## config.mk

```make
export PLATFORM = sky130hd
export DESIGN_NAME = symmetric_pair_matrix_top
export DESIGN_NICKNAME = d
export VERILOG_FILES = /design/src/rtl/core/spm_pkg.sv /design/src/rtl/core/spm_dp.sv /design/src/rtl/core/spm_ctrl.sv /design/src/rtl/core/symmetric_pair_matrix_top.sv
export SDC_FILE = /design/constraint.sdc
export NUM_CORES = 2
export LEC_CHECK = 0
export BUFFER_PORTS_ARGS = -buffer_cell sky130_fd_sc_hd__buf_2
export CORE_ASPECT_RATIO = 0.7
export CORE_MARGIN = 2
export CORE_UTILIZATION = 57
export CTS_CLUSTER_SIZE = 16
export DETAILED_ROUTE_END_ITERATION = 8
export PLACE_DENSITY = 0.75
export REMOVE_ABC_BUFFERS = 1
export SLEW_MARGIN = 15
export SYNTH_ARGS = -nofsm -noshare
export SYNTH_HDL_FRONTEND = slang
export SYNTH_HIERARCHICAL = 1
export SYNTH_SLANG_ARGS = --single-unit
```

## constraint.sdc

```tcl
create_clock -name clk_i -period 7.75 [get_ports clk_i]
set_clock_uncertainty 0.15 [all_clocks]
set_input_delay 2.325 -clock clk_i [delete_from_list [all_inputs] [get_ports clk_i]]
set_output_delay 2.325 -clock clk_i [all_outputs]
set_load 0.005 [all_outputs]
```

## src/rtl/core/spm_pkg.sv

```systemverilog
// ----------------------------------------------------------------------------
// spm_pkg
// Shared types and constants for the symmetric pair matrix block: command
// codes, fixed field widths and the controller/datapath interface structs.
// ----------------------------------------------------------------------------
package spm_pkg;

  // Fixed field widths
  localparam int CMD_W     = 2;
  localparam int IN_IDX_W  = 6;
  localparam int CFG_W     = 7;
  localparam int CNT_W     = 11;

  localparam logic [CFG_W-1:0] FACT_COUNT_RST = 7'd64;
  localparam logic [CNT_W-1:0] CNT_MAX        = 11'd2047;

  // Command codes
  localparam logic [CMD_W-1:0] CMD_CLEAR = 2'd0;
  localparam logic [CMD_W-1:0] CMD_ADD   = 2'd1;
  localparam logic [CMD_W-1:0] CMD_QUERY = 2'd2;
  localparam logic [CMD_W-1:0] CMD_SET   = 2'd3;

  // Row memory read address select
  typedef enum logic [2:0] {
    RD_NONE,
    RD_FIRST,
    RD_SECOND,
    RD_ZERO,
    RD_NEXT
  } rd_sel_e;

  // Controller to datapath commands
  typedef struct packed {
    logic    latch_in;      // capture the accepted item
    logic    clear_all;     // drop the matrix, counter and open set
    rd_sel_e rd_sel;        // row read this cycle
    logic    wr_first;      // row of first index |= bit of second
    logic    wr_second;     // row of second index |= bit of first
    logic    wr_sweep;      // self-pair sweep write of the current row
    logic    sweep_init;    // restart the sweep at row zero
    logic    set_update;    // fold the read row into the open set
    logic    query_capture; // store the queried bit
    logic    load_out;      // load the result register
    logic    close_set;     // drop the open set after this result
  } spm_ctrl_t;

  // Datapath to controller status
  typedef struct packed {
    logic [CMD_W-1:0] cmd;
    logic             err;
    logic             self_pair;
    logic             last;
    logic             sweep_last;
  } spm_stat_t;

endpackage

```

## src/rtl/core/spm_dp.sv

```systemverilog
// ----------------------------------------------------------------------------
// spm_dp
// Datapath: item and config registers, row memory with per-row valid bits,
// pair counter, open set state and the result register.
// ----------------------------------------------------------------------------
module spm_dp #(
  parameter int MAX_INDICES = 64
) (
  input  logic                          clk_i,
  input  logic                          rst_ni,
  input  logic                          cfg_we_i,
  input  logic [spm_pkg::CFG_W-1:0]     cfg_wdata_i,
  input  logic [spm_pkg::CMD_W-1:0]     command_i,
  input  logic [spm_pkg::IN_IDX_W-1:0]  first_index_i,
  input  logic [spm_pkg::IN_IDX_W-1:0]  second_index_i,
  input  logic                          last_in_set_i,
  input  spm_pkg::spm_ctrl_t            ctrl_i,
  output spm_pkg::spm_stat_t            stat_o,
  output logic                          conflict_o,
  output logic                          index_error_o,
  output logic [spm_pkg::CNT_W-1:0]     pair_total_o,
  output logic                          set_complete_o
);

  localparam int ROW_W  = MAX_INDICES;
  localparam int IDX_W  = $clog2(MAX_INDICES);
  localparam int NW_MIN = $clog2(MAX_INDICES + 1);
  localparam int NW     = (NW_MIN > spm_pkg::CFG_W) ? NW_MIN : spm_pkg::CFG_W;

  // Item and config registers
  logic [spm_pkg::CMD_W-1:0]    cmd_q;
  logic [spm_pkg::IN_IDX_W-1:0] f1_q, f2_q;
  logic                         last_q;
  logic [spm_pkg::CFG_W-1:0]    fact_count_q;

  always_ff @(posedge clk_i) begin
    if (ctrl_i.latch_in) begin
      cmd_q  <= command_i;
      f1_q   <= first_index_i;
      f2_q   <= second_index_i;
      last_q <= last_in_set_i;
    end
  end

  always_ff @(posedge clk_i or negedge rst_ni) begin
    if (!rst_ni) begin
      fact_count_q <= spm_pkg::FACT_COUNT_RST;
    end else if (cfg_we_i) begin
      fact_count_q <= cfg_wdata_i;
    end
  end

  // Range checks against the saturated count in use
  logic [NW-1:0]    fc_ext, n_use, f1_ext, f2_ext;
  logic             f1_bad, f2_bad, err;
  logic [IDX_W-1:0] addr_a, addr_b;

  always_comb begin
    fc_ext = NW'(fact_count_q);
    n_use  = (fc_ext > NW'(MAX_INDICES)) ? NW'(MAX_INDICES) : fc_ext;
    f1_ext = NW'(f1_q);
    f2_ext = NW'(f2_q);
    f1_bad = (f1_ext >= n_use);
    f2_bad = (f2_ext >= n_use);
    addr_a = f1_ext[IDX_W-1:0];
    addr_b = f2_ext[IDX_W-1:0];
    case (cmd_q)
      spm_pkg::CMD_ADD,
      spm_pkg::CMD_QUERY: err = f1_bad | f2_bad;
      spm_pkg::CMD_SET:   err = f1_bad;
      default:            err = 1'b0;
    endcase
  end

  // Mask of indices in use
  logic [ROW_W-1:0] mask_n;

  always_comb begin
    for (int i = 0; i < ROW_W; i++) begin
      mask_n[i] = (NW'(i) < n_use);
    end
  end

  // Sweep row pointer
  logic [IDX_W-1:0] sweep_q;

  always_ff @(posedge clk_i) begin
    if (ctrl_i.sweep_init) begin
      sweep_q <= '0;
    end else if (ctrl_i.wr_sweep) begin
      sweep_q <= sweep_q + IDX_W'(1);
    end
  end

  // Row memory: one write and one registered read per cycle
  logic [ROW_W-1:0] row_mem_q [MAX_INDICES];
  logic [ROW_W-1:0] row_valid_q;
  logic [ROW_W-1:0] rd_data_q;
  logic             rd_valid_q;
  logic [ROW_W-1:0] row_eff, bit_a, bit_b, wdata;
  logic [IDX_W-1:0] raddr, waddr;
  logic             rd_en, wr_en;

  assign row_eff = rd_valid_q ? rd_data_q : '0;
  assign bit_a   = ROW_W'(1) << addr_a;
  assign bit_b   = ROW_W'(1) << addr_b;

  always_comb begin
    rd_en = 1'b1;
    raddr = '0;
    case (ctrl_i.rd_sel)
      spm_pkg::RD_FIRST:  raddr = addr_a;
      spm_pkg::RD_SECOND: raddr = addr_b;
      spm_pkg::RD_ZERO:   raddr = '0;
      spm_pkg::RD_NEXT:   raddr = sweep_q + IDX_W'(1);
      default:            rd_en = 1'b0;
    endcase
  end

  always_comb begin
    wr_en = ctrl_i.wr_first | ctrl_i.wr_second | ctrl_i.wr_sweep;
    waddr = sweep_q;
    wdata = row_eff | bit_a;
    if (ctrl_i.wr_first) begin
      waddr = addr_a;
      wdata = row_eff | bit_b;
    end else if (ctrl_i.wr_second) begin
      waddr = addr_b;
      wdata = row_eff | bit_a;
    end else if (sweep_q == addr_a) begin
      // the self-paired row takes every index in use
      wdata = row_eff | bit_a | mask_n;
    end
  end

  always_ff @(posedge clk_i) begin
    if (wr_en) begin
      row_mem_q[waddr] <= wdata;
    end
    if (rd_en) begin
      rd_data_q <= row_mem_q[raddr];
    end
  end

  always_ff @(posedge clk_i or negedge rst_ni) begin
    if (!rst_ni) begin
      row_valid_q <= '0;
      rd_valid_q  <= 1'b0;
    end else begin
      if (ctrl_i.clear_all) begin
        row_valid_q <= '0;
      end else if (wr_en) begin
        row_valid_q[waddr] <= 1'b1;
      end
      if (rd_en) begin
        rd_valid_q <= row_valid_q[raddr];
      end
    end
  end

  // Pair counter, saturating
  logic [spm_pkg::CNT_W-1:0] cnt_q, cnt_d;
  logic                      cnt_inc;

  always_comb begin
    cnt_inc = (ctrl_i.wr_first & ~row_eff[addr_b]) |
              (ctrl_i.wr_sweep & ~row_eff[addr_a] & (sweep_q != addr_a));
    cnt_d = cnt_q;
    if (ctrl_i.clear_all) begin
      cnt_d = '0;
    end else if (cnt_inc && (cnt_q != spm_pkg::CNT_MAX)) begin
      cnt_d = cnt_q + spm_pkg::CNT_W'(1);
    end
  end

  always_ff @(posedge clk_i or negedge rst_ni) begin
    if (!rst_ni) begin
      cnt_q <= '0;
    end else begin
      cnt_q <= cnt_d;
    end
  end

  // Open set: members and sticky conflict
  logic [ROW_W-1:0] set_members_q;
  logic             set_conflict_q;
  logic             set_hit;

  assign set_hit = |((set_members_q | bit_a) & row_eff);

  always_ff @(posedge clk_i or negedge rst_ni) begin
    if (!rst_ni) begin
      set_members_q  <= '0;
      set_conflict_q <= 1'b0;
    end else if (ctrl_i.clear_all || ctrl_i.close_set) begin
      set_members_q  <= '0;
      set_conflict_q <= 1'b0;
    end else if (ctrl_i.set_update) begin
      set_members_q  <= set_members_q | bit_a;
      set_conflict_q <= set_conflict_q | set_hit;
    end
  end

  // Queried bit
  logic query_hit_q;

  always_ff @(posedge clk_i) begin
    if (ctrl_i.query_capture) begin
      query_hit_q <= row_eff[addr_b];
    end
  end

  // Result register
  logic conflict_d;

  always_comb begin
    case (cmd_q)
      spm_pkg::CMD_QUERY: conflict_d = query_hit_q & ~err;
      spm_pkg::CMD_SET:   conflict_d = set_conflict_q;
      default:            conflict_d = 1'b0;
    endcase
  end

  always_ff @(posedge clk_i) begin
    if (ctrl_i.load_out) begin
      conflict_o     <= conflict_d;
      index_error_o  <= err;
      pair_total_o   <= cnt_q;
      set_complete_o <= (cmd_q == spm_pkg::CMD_SET) & last_q;
    end
  end

  // Status
  assign stat_o.cmd        = cmd_q;
  assign stat_o.err        = err;
  assign stat_o.self_pair  = (f1_q == f2_q);
  assign stat_o.last       = last_q;
  assign stat_o.sweep_last = (NW'(sweep_q) == (n_use - NW'(1)));

endmodule

```

## src/rtl/core/spm_ctrl.sv

```systemverilog
// ----------------------------------------------------------------------------
// spm_ctrl
// Controller: sequences each command over the row memory port and owns the
// input ready and the result valid.
// ----------------------------------------------------------------------------
module spm_ctrl (
  input  logic               clk_i,
  input  logic               rst_ni,
  input  logic               in_valid_i,
  output logic               in_ready_o,
  output logic               out_valid_o,
  input  logic               out_ready_i,
  input  spm_pkg::spm_stat_t stat_i,
  output spm_pkg::spm_ctrl_t ctrl_o
);

  localparam logic [2:0] ST_IDLE   = 3'd0;
  localparam logic [2:0] ST_EXEC   = 3'd1;
  localparam logic [2:0] ST_CHECK  = 3'd2;
  localparam logic [2:0] ST_PAIR   = 3'd3;
  localparam logic [2:0] ST_SWEEP  = 3'd4;
  localparam logic [2:0] ST_FINISH = 3'd5;

  logic [2:0] state_q, state_d;
  logic       out_valid_q, out_valid_d;
  logic       slot_free;

  assign in_ready_o  = (state_q == ST_IDLE);
  assign out_valid_o = out_valid_q;
  assign slot_free   = ~out_valid_q | out_ready_i;

  // Next state and commands
  always_comb begin
    state_d = state_q;
    ctrl_o  = '0;
    ctrl_o.rd_sel = spm_pkg::RD_NONE;
    case (state_q)
      ST_IDLE: begin
        if (in_valid_i) begin
          ctrl_o.latch_in = 1'b1;
          state_d = ST_EXEC;
        end
      end
      ST_EXEC: begin
        if (stat_i.cmd == spm_pkg::CMD_CLEAR) begin
          ctrl_o.clear_all = 1'b1;
          state_d = ST_FINISH;
        end else if (stat_i.err) begin
          state_d = ST_FINISH;
        end else if ((stat_i.cmd == spm_pkg::CMD_ADD) && stat_i.self_pair) begin
          ctrl_o.rd_sel     = spm_pkg::RD_ZERO;
          ctrl_o.sweep_init = 1'b1;
          state_d = ST_SWEEP;
        end else begin
          ctrl_o.rd_sel = spm_pkg::RD_FIRST;
          state_d = ST_CHECK;
        end
      end
      ST_CHECK: begin
        state_d = ST_FINISH;
        case (stat_i.cmd)
          spm_pkg::CMD_ADD: begin
            ctrl_o.wr_first = 1'b1;
            ctrl_o.rd_sel   = spm_pkg::RD_SECOND;
            state_d = ST_PAIR;
          end
          spm_pkg::CMD_QUERY: ctrl_o.query_capture = 1'b1;
          spm_pkg::CMD_SET:   ctrl_o.set_update    = 1'b1;
          default:            ctrl_o.query_capture = 1'b0;
        endcase
      end
      ST_PAIR: begin
        ctrl_o.wr_second = 1'b1;
        state_d = ST_FINISH;
      end
      ST_SWEEP: begin
        // write the current row while the next one is read
        ctrl_o.wr_sweep = 1'b1;
        if (stat_i.sweep_last) begin
          state_d = ST_FINISH;
        end else begin
          ctrl_o.rd_sel = spm_pkg::RD_NEXT;
        end
      end
      ST_FINISH: begin
        if (slot_free) begin
          ctrl_o.load_out  = 1'b1;
          ctrl_o.close_set = (stat_i.cmd == spm_pkg::CMD_SET) & stat_i.last;
          state_d = ST_IDLE;
        end
      end
      default: state_d = ST_IDLE;
    endcase
  end

  // Result valid
  always_comb begin
    out_valid_d = out_valid_q;
    if (ctrl_o.load_out) begin
      out_valid_d = 1'b1;
    end else if (out_ready_i) begin
      out_valid_d = 1'b0;
    end
  end

  always_ff @(posedge clk_i or negedge rst_ni) begin
    if (!rst_ni) begin
      state_q     <= ST_IDLE;
      out_valid_q <= 1'b0;
    end else begin
      state_q     <= state_d;
      out_valid_q <= out_valid_d;
    end
  end

endmodule

```

## src/rtl/core/symmetric_pair_matrix_top.sv

```systemverilog
// ----------------------------------------------------------------------------
// symmetric_pair_matrix_top
// Symmetric conflict bit matrix with pair counter and streamed set checking.
// ----------------------------------------------------------------------------
// One item is taken at a time; in_ready_o is high only while the block is
// idle, and the result register frees the input side as soon as a result is
// loaded. Clear and out-of-range items go from execute to finish; query and
// set element read the first index's row; add of distinct indices reads and
// writes the first index's row, then the second's; add of an index paired
// with itself sweeps all N rows in use (N is the min of fact_count and
// MAX_INDICES). The row memory has one read and one write port: each row
// touched costs a read and a write, and the self-pair sweep streams one row
// per cycle. A result that is not taken stalls the block in its last step.
// Reset and the clear command empty the matrix at once (per-row valid bits).
// ----------------------------------------------------------------------------
module symmetric_pair_matrix_top #(
  parameter int MAX_INDICES = 64
) (
  input  logic                          clk_i,
  input  logic                          rst_ni,
  input  logic                          cfg_we_i,
  input  logic [spm_pkg::CFG_W-1:0]     cfg_wdata_i,
  input  logic                          in_valid_i,
  output logic                          in_ready_o,
  input  logic [spm_pkg::CMD_W-1:0]     command_i,
  input  logic [spm_pkg::IN_IDX_W-1:0]  first_index_i,
  input  logic [spm_pkg::IN_IDX_W-1:0]  second_index_i,
  input  logic                          last_in_set_i,
  output logic                          out_valid_o,
  input  logic                          out_ready_i,
  output logic                          conflict_o,
  output logic                          index_error_o,
  output logic [spm_pkg::CNT_W-1:0]     pair_total_o,
  output logic                          set_complete_o
);

  spm_pkg::spm_ctrl_t ctrl;
  spm_pkg::spm_stat_t stat;

  spm_ctrl u_ctrl (
    .clk_i       (clk_i),
    .rst_ni      (rst_ni),
    .in_valid_i  (in_valid_i),
    .in_ready_o  (in_ready_o),
    .out_valid_o (out_valid_o),
    .out_ready_i (out_ready_i),
    .stat_i      (stat),
    .ctrl_o      (ctrl)
  );

  spm_dp #(
    .MAX_INDICES (MAX_INDICES)
  ) u_dp (
    .clk_i          (clk_i),
    .rst_ni         (rst_ni),
    .cfg_we_i       (cfg_we_i),
    .cfg_wdata_i    (cfg_wdata_i),
    .command_i      (command_i),
    .first_index_i  (first_index_i),
    .second_index_i (second_index_i),
    .last_in_set_i  (last_in_set_i),
    .ctrl_i         (ctrl),
    .stat_o         (stat),
    .conflict_o     (conflict_o),
    .index_error_o  (index_error_o),
    .pair_total_o   (pair_total_o),
    .set_complete_o (set_complete_o)
  );

  // A new result never overwrites one still waiting
  assert property (@(posedge clk_i) disable iff (!rst_ni)
    ctrl.load_out |-> (!out_valid_o || out_ready_i))
    else $error("result loaded over an untaken result");

  // An accepted item keeps the input side closed on the next cycle
  assert property (@(posedge clk_i) disable iff (!rst_ni)
    (in_valid_i && in_ready_o) |=> !in_ready_o)
    else $error("input ready right after a transfer");

  // Clearing never overlaps a row write
  assert property (@(posedge clk_i) disable iff (!rst_ni)
    ctrl.clear_all |-> !(ctrl.wr_first || ctrl.wr_second || ctrl.wr_sweep))
    else $error("clear and row write in the same cycle");

  // The result of a clear reports an empty counter
  assert property (@(posedge clk_i) disable iff (!rst_ni)
    (ctrl.load_out && (stat.cmd == spm_pkg::CMD_CLEAR)) |=> (pair_total_o == '0))
    else $error("pair total not zero after clear");

endmodule
```

## Yosys cells after proc, flatten, opt, wreduce, memory -nomap -nowiden

Memory sizes are Yosys's and may differ from the RTL's. A register that Yosys moved wholly into a read port is not among the register bits.
Cells that the tools add are included.

- Add/sub/neg operators: 3
- Order comparisons: 72
- Equal/unequal tests: 20
- Shift-type cells: 2
- Mux-type cells: 61
- Bitwise gates (word level): 21
- Reductions and logical operators: 14

Operator list:

| kind | count |
|---|---|
| $mux 64 | 8 |
| $or 64x64->64 | 5 |
| $lt 6x7->1 const A | 32 |
| $shl 1x6->64 const A | 2 |
| $lt 5x7->1 const A | 16 |
| $and 64x64->64 | 1 |
| $reduce_or 64->1 | 1 |
| $lt 4x7->1 const A | 8 |
| $mux 3 | 11 |
| $lt 3x7->1 const A | 4 |
| $lt 6x7->1 const B | 4 |
| $mux 1 | 24 |
| $mux 11 | 2 |
| $bmux 1 s6 | 3 |
| $pmux 3 s6 | 1 |
| $pmux 6 s3 | 1 |
| $ge 6x7->1 | 2 |
| $lt 1x7->1 const A | 2 |
| $lt 2x7->1 const A | 2 |
| $eq 3x2->1 const B | 4 |
| $eq 6x6->1 | 2 |
| $mux 6 | 2 |
| $add 11x1->11 const B | 1 |
| $ne 11x11->1 const B | 1 |
| 28 further kinds | 54 |

- Register bits: 188
- Bits in writable memories: 4096
- Output and inout port bits: 16
- Logic and storage cells: 212
- Memories kept: 1

Memories:

| name | depth | bits a word | rd ports | clocked after Yosys merged registers in | wr ports | line | text |
|---|---|---|---|---|---|---|---|
| u_dp.row_mem_q | 64 | 64 | 1 | 1 | 1 | spm_dp.sv:96 | `logic [ROW_W-1:0] row_mem_q [MAX_INDICES];` |

## Depth between registers and ports, before layout

- Depth in word-level cells: 12
- Depth in mapped cells: 30
- Gate-level depth less buffers: 23

## Cells and area by module

The synthesis kept the hierarchy.

Modules (own cells, without submodules):

| module | times used | cells an instance | area an instance (um^2) | sequential area each (um^2) |
|---|---|---|---|---|
| spm_dp | 1 | 8954 | 170893.9 | 129645.6 |
| spm_ctrl | 1 | 46 | 410.4 | 100.1 |

## Least setup slack after synthesis

Ideal clock, no wire load.

- Kind: reg-to-reg
- Start: register u_dp/fact_count_q[6] in the netlist's numbering
- End: register u_dp.rd_valid_q
- Library setup time: 0.127 ns
- Arrival: 7.222 ns
- Slack: 0.251 ns
- Stages on the path, launching flop included: 20
- Buffers on the path: 3
- Period minus slack after synthesis: 7.499 ns
- Cell sequence: dfstp_2 > clkbuf_1 > clkbuf_1 > nand2b_1 > ha_1 > a21o_1 > a21o_1 > a21o_1 > a21oi_1 > nor2b_1 > o21ai_0 > a2111oi_0 > buf_4 > nor2_1 > nand4b_1 > a21oi_1 > nor2_1 > xnor2_1 > o21ai_1 > o22ai_1

RTL lines:

| what | line | text |
|---|---|---|
| start, declared | spm_dp.sv:34 | `logic [spm_pkg::CFG_W-1:0] fact_count_q;` |
| start signal, assigned | spm_dp.sv:47 | `fact_count_q <= spm_pkg::FACT_COUNT_RST;` |
| start signal, assigned | spm_dp.sv:49 | `fact_count_q <= cfg_wdata_i;` |
| end signal, assigned | spm_dp.sv:156 | `rd_valid_q <= row_valid_q[raddr];` |
| end, declared | spm_dp.sv:99 | `logic rd_valid_q;` |

==> impl_metrics.toml <==
[route]
drtIter0Drc = 20100
detail_route.vias_per_cell = 7.19
avgRoutedWirePerCell_um = 40.0
route.vias.total = 98300
dr.pass1.iters = 8
drt_wl_total_um = 547000
antenna_left = 0
remaining_drc_errors = 0

[timing]
period_minus_slack_ns = 7.06
hold-worst-slack_ns = 0.344
finalCritPeriodShare_pct = 91.1
finalHoldViolations = 0
setup_tns_ns = 0
tightest_slew_ns = 1.29
report.final.setup_viol = 0
slew_viol_final = 0
grt_setup_unrepaired = "no"
achievable_frequency_mhz = 142
slew_headroom_pct = 13.1

[logic_synthesis]
ys.warnings.count = 6
synthesized_area_fraction_occupied_by_adder_cells_pct = 0.139
syn-mean-instance-area_um2 = 19.0
synthFlopType = "sky130_fd_sc_hd__edfxtp_1"
post_synth_mux_area_share_pct = 14.0
largest_family_of_logic_cells_by_synthesized_area = "multiplexers"
asyncSetResetFlopFracSynth_pct = 3.50
synthSimpleGateAreaFrac_pct = 5.45
syn_inst = 9000
synth-edff-count = 4190
yosys.area_share.xor_xnor_pct = 0.148
synth_seq_area_share_pct = 75.7
yosys.cell_types.count = 91
synth_area_um2 = 171000
synth.ff_latch_count = 4348
synth-compound-area-share_pct = 2.94

[worst_setup_path]
worst-path-max-fanout = 31
critPathKind = "register to register"
cp_data_arrival_time_ns = 7.54
worstSetupEndpointType = "register"
cp_data_required_time_ns = 8.23
kind_of_start_point_of_the_critical_path = "register"

[final_layout]
final_core_utilization_pct = 64.5
layout-drive-gt1-share_pct = 23.4
flow.area_growth_from_synthesis_pct = 12.7
final_area_um2 = 193000
nNetsFinal = 9388

[power]
power.density_cell_area_nw_per_um2 = 379
total_leakage_power_nw = 63.2
power.total_mw = 73.0
peakVddDrop_mv = 0.317

[floorplan]
start_util_pct = 57.3
std_cell_rows = 168
die_width_um = 659
dieHeight_um = 463
design.portCount = 43
die_area_um2 = 305000
fp.coreArea_um2 = 299000

[clock_tree]
cts-resized-gates = 0
cts.hold.buffers_added = 0
clk_pin_slew_worst_paths_ns = 0.07
sinks_on_clock_net = 4348
htree_levels = 5
clock_tree.root_cell = "sky130_fd_sc_hd__clkbuf_16"
cts_max_path_buffers = 4
cts_tree = "built"
clock_insertion_delay_worst_skew_ns = 0.96
post_cts.repair.setup_buffers = 0
tritoncts_buffers = 388

[status]
result_of_the_run = "finished, final reports clean"

[placed_design]
placement.cell_area_um2 = 180000
finalWeightedCongestion = 1.01
numPortBuffers = 42
place_hpwl_um = 302000

[grt]
grt_antenna_before_repair = 25
grt_pass1_vias = 93700
grt-ovfl-total = 0
maximum_number_of_pins_on_one_net_before_global_route_repair = 90
globalRouteTotalUtil_pct = 35.6
first_pass_grt_wire_length_um = 748000

[worst_hold_path]
hold_class = "register to register"

[flow_run]
max_cap_violation_count = 0
## state kept, by name (all words and copies together) (netlist names), 2 cells and up
signal,flops
u_ctrl/state_q,3
u_dp/rd_data_q,64
u_dp/sweep_q,6
u_dp/pair_total_o,11
u_dp/cnt_q,11
u_dp/fact_count_q,7
u_dp/cmd_q,2
u_dp/row_mem_q,4096
u_dp/addr_a,6
u_dp/addr_b,6
u_dp/set_members_q,64
u_dp/row_valid_q,64
## synthesized netlist by cell type, types with 10 or more instances
cell	count	area (µm²)
sky130_fd_sc_hd__edfxtp_1	4190	126000
sky130_fd_sc_hd__nand2_1	1218	4570
sky130_fd_sc_hd__mux4_2	1032	23200
sky130_fd_sc_hd__nor2_1	410	1540
sky130_fd_sc_hd__nand3_1	345	1730
sky130_fd_sc_hd__a21oi_1	216	1080
sky130_fd_sc_hd__clkbuf_1	205	769
sky130_fd_sc_hd__buf_2	197	986
sky130_fd_sc_hd__dfrtp_1	151	3780
sky130_fd_sc_hd__o221ai_1	99	867
sky130_fd_sc_hd__a31oi_1	92	576
sky130_fd_sc_hd__and3_1	79	494
sky130_fd_sc_hd__o21ai_0	79	395
sky130_fd_sc_hd__buf_4	64	480
sky130_fd_sc_hd__mux2i_1	60	601
sky130_fd_sc_hd__a32oi_1	54	473
sky130_fd_sc_hd__buf_1	42	158
sky130_fd_sc_hd__nor3_1	35	175
sky130_fd_sc_hd__o22ai_1	34	213
sky130_fd_sc_hd__inv_1	21	78.8
sky130_fd_sc_hd__ha_1	19	238
sky130_fd_sc_hd__nand2b_1	19	119
sky130_fd_sc_hd__nor2b_1	18	113
sky130_fd_sc_hd__o21bai_1	17	128
sky130_fd_sc_hd__buf_6	16	180
sky130_fd_sc_hd__nand4_1	16	100
sky130_fd_sc_hd__xnor2_1	16	140
sky130_fd_sc_hd__o21ba_2	14	140
sky130_fd_sc_hd__a211o_1	13	114
sky130_fd_sc_hd__xor2_1	13	114
sky130_fd_sc_hd__a22o_1	12	105
sky130_fd_sc_hd__a22oi_1	12	90.1
sky130_fd_sc_hd__or3_1	12	75.1
sky130_fd_sc_hd__mux2_2	11	124
sky130_fd_sc_hd__a2111oi_0	10	87.6
## worst max-delay path: stages (launching register included)
cell and delay [ns]:
sky130_fd_sc_hd__dfstp_2 0.54, sky130_fd_sc_hd__nand2b_1 0.18, sky130_fd_sc_hd__inv_1 0.16, sky130_fd_sc_hd__ha_1 0.30, sky130_fd_sc_hd__nand2b_1 0.17, sky130_fd_sc_hd__a21o_1 0.19
sky130_fd_sc_hd__a21o_1 0.17, sky130_fd_sc_hd__a21o_1 0.17, sky130_fd_sc_hd__a21oi_1 0.14, sky130_fd_sc_hd__nor2b_1 0.06, sky130_fd_sc_hd__o21ai_0 0.14, sky130_fd_sc_hd__a2111oi_1 0.11
sky130_fd_sc_hd__buf_4 0.15, sky130_fd_sc_hd__nor2_1 0.25, sky130_fd_sc_hd__nand4b_1 0.13, sky130_fd_sc_hd__a21oi_1 0.54, sky130_fd_sc_hd__nor3b_2 0.18, sky130_fd_sc_hd__nand2_1 0.17
sky130_fd_sc_hd__o21a_4 0.58, sky130_fd_sc_hd__buf_12 0.34, sky130_fd_sc_hd__buf_12 0.28, sky130_fd_sc_hd__mux4_2 0.54, sky130_fd_sc_hd__nand2_1 0.25, sky130_fd_sc_hd__a21oi_1 0.11
sky130_fd_sc_hd__nor3_1 0.52, sky130_fd_sc_hd__a21oi_1 0.16
## cell type report
| class | count | area (µm²) |
|---|---|---|
| flip-flops and latches | 4348 | 130000 |
| fillers | 19400 | 106000 |
| multi-input cells | 4100 | 40600 |
| clock buffers | 478 | 10300 |
| well taps | 3995 | 5000 |
| repair buffers | 479 | 4860 |
| clock inverters | 231 | 2330 |
| inverters | 25 | 93.8 |
| diodes | 18 | 45.0 |
## logic make-up (layout without fill, tap and decap cells)
family	Yosys count	count (layout)
DFF	4348	4348
and+or+nand+nor	2203	2203
muxes	1105	1105
AOI/OAI and AO/OA	744	744
buffers and inverters	552	1213
xor gates and xnor gates	29	29
adders and majority gates	19	19
other	0	18
## worst paths after layout
kind	startpoint	to	slack [ns]	cells past startpoint
setup / recovery	u_dp/fact_count_q[6]$_DFFE_PN1P_	u_dp/rd_data_q[63]$_DFFE_PP_	0.69	25
hold / removal	u_dp/set_members_q[36]$_DFFE_PN0P_	u_dp/set_members_q[36]$_DFFE_PN0P_	0.34	2
setup reg to reg	u_dp/fact_count_q[6]$_DFFE_PN1P_	u_dp/rd_data_q[63]$_DFFE_PP_	0.69	25
hold reg to reg	u_dp/set_members_q[36]$_DFFE_PN0P_	u_dp/set_members_q[36]$_DFFE_PN0P_	0.34	2
max in group asynchronous	rst_ni	u_dp/set_members_q[3]$_DFFE_PN0P_	4.95	2
min in group asynchronous	rst_ni	u_dp/set_members_q[35]$_DFFE_PN0P_	1.25	1
## placed cells by master, fill, tap and decap left out, types with 21 or more instances in the layout
cell type	count
sky130_fd_sc_hd__nor2_1	340
sky130_fd_sc_hd__buf_12	107
sky130_fd_sc_hd__o221ai_4	64
sky130_fd_sc_hd__and3_1	79
sky130_fd_sc_hd__a21oi_1	216
sky130_fd_sc_hd__o22ai_1	33
sky130_fd_sc_hd__a32oi_1	54
sky130_fd_sc_hd__buf_2	41
sky130_fd_sc_hd__clkbuf_1	76
sky130_fd_sc_hd__mux2i_1	60
sky130_fd_sc_hd__o21ai_0	79
sky130_fd_sc_hd__nand2_1	1215
sky130_fd_sc_hd__dfrtp_1	150
sky130_fd_sc_hd__o221ai_1	36
sky130_fd_sc_hd__clkinv_2	68
sky130_fd_sc_hd__nor2_4	69
sky130_fd_sc_hd__clkinv_1	88
sky130_fd_sc_hd__mux4_2	1032
sky130_fd_sc_hd__buf_4	329
sky130_fd_sc_hd__inv_1	21
sky130_fd_sc_hd__a31oi_1	92
sky130_fd_sc_hd__nor3_1	34
sky130_fd_sc_hd__nand3_1	345
sky130_fd_sc_hd__edfxtp_1	4190
sky130_fd_sc_hd__bufinv_16	42
sky130_fd_sc_hd__clkbuf_16	398
## power breakdown
group          total (mW)  switching, mW  internal (mW)
sequential           30.4           1.04           29.4
combinational        23.1           14.8           8.30
clock                19.5           8.62           10.9
total                73.0           24.5           48.6
## routing by layer
metal | GRT usage, % | up-vias | share of wire [%]
met5 | 0.110 | - | 0.042
met1 | 52.9 | 50900 | 36
met3 | 12.5 | 1330 | 17
li1 | - | 37000 | -
met4 | 14.5 | 20 | 4.6
met2 | 48.5 | 9038 | 42
## per-stage QoR
stage / worst slack, ns / instances
after detailed placement: 0.895 / 12900
after floorplan: -40.11 / 8473
after global routing: 0.415 / 13700
final: 0.693 / 13700
after global placement: 0.829 / 12900
after CTS: 0.824 / 13700
(Power assumes the default switching activity.)
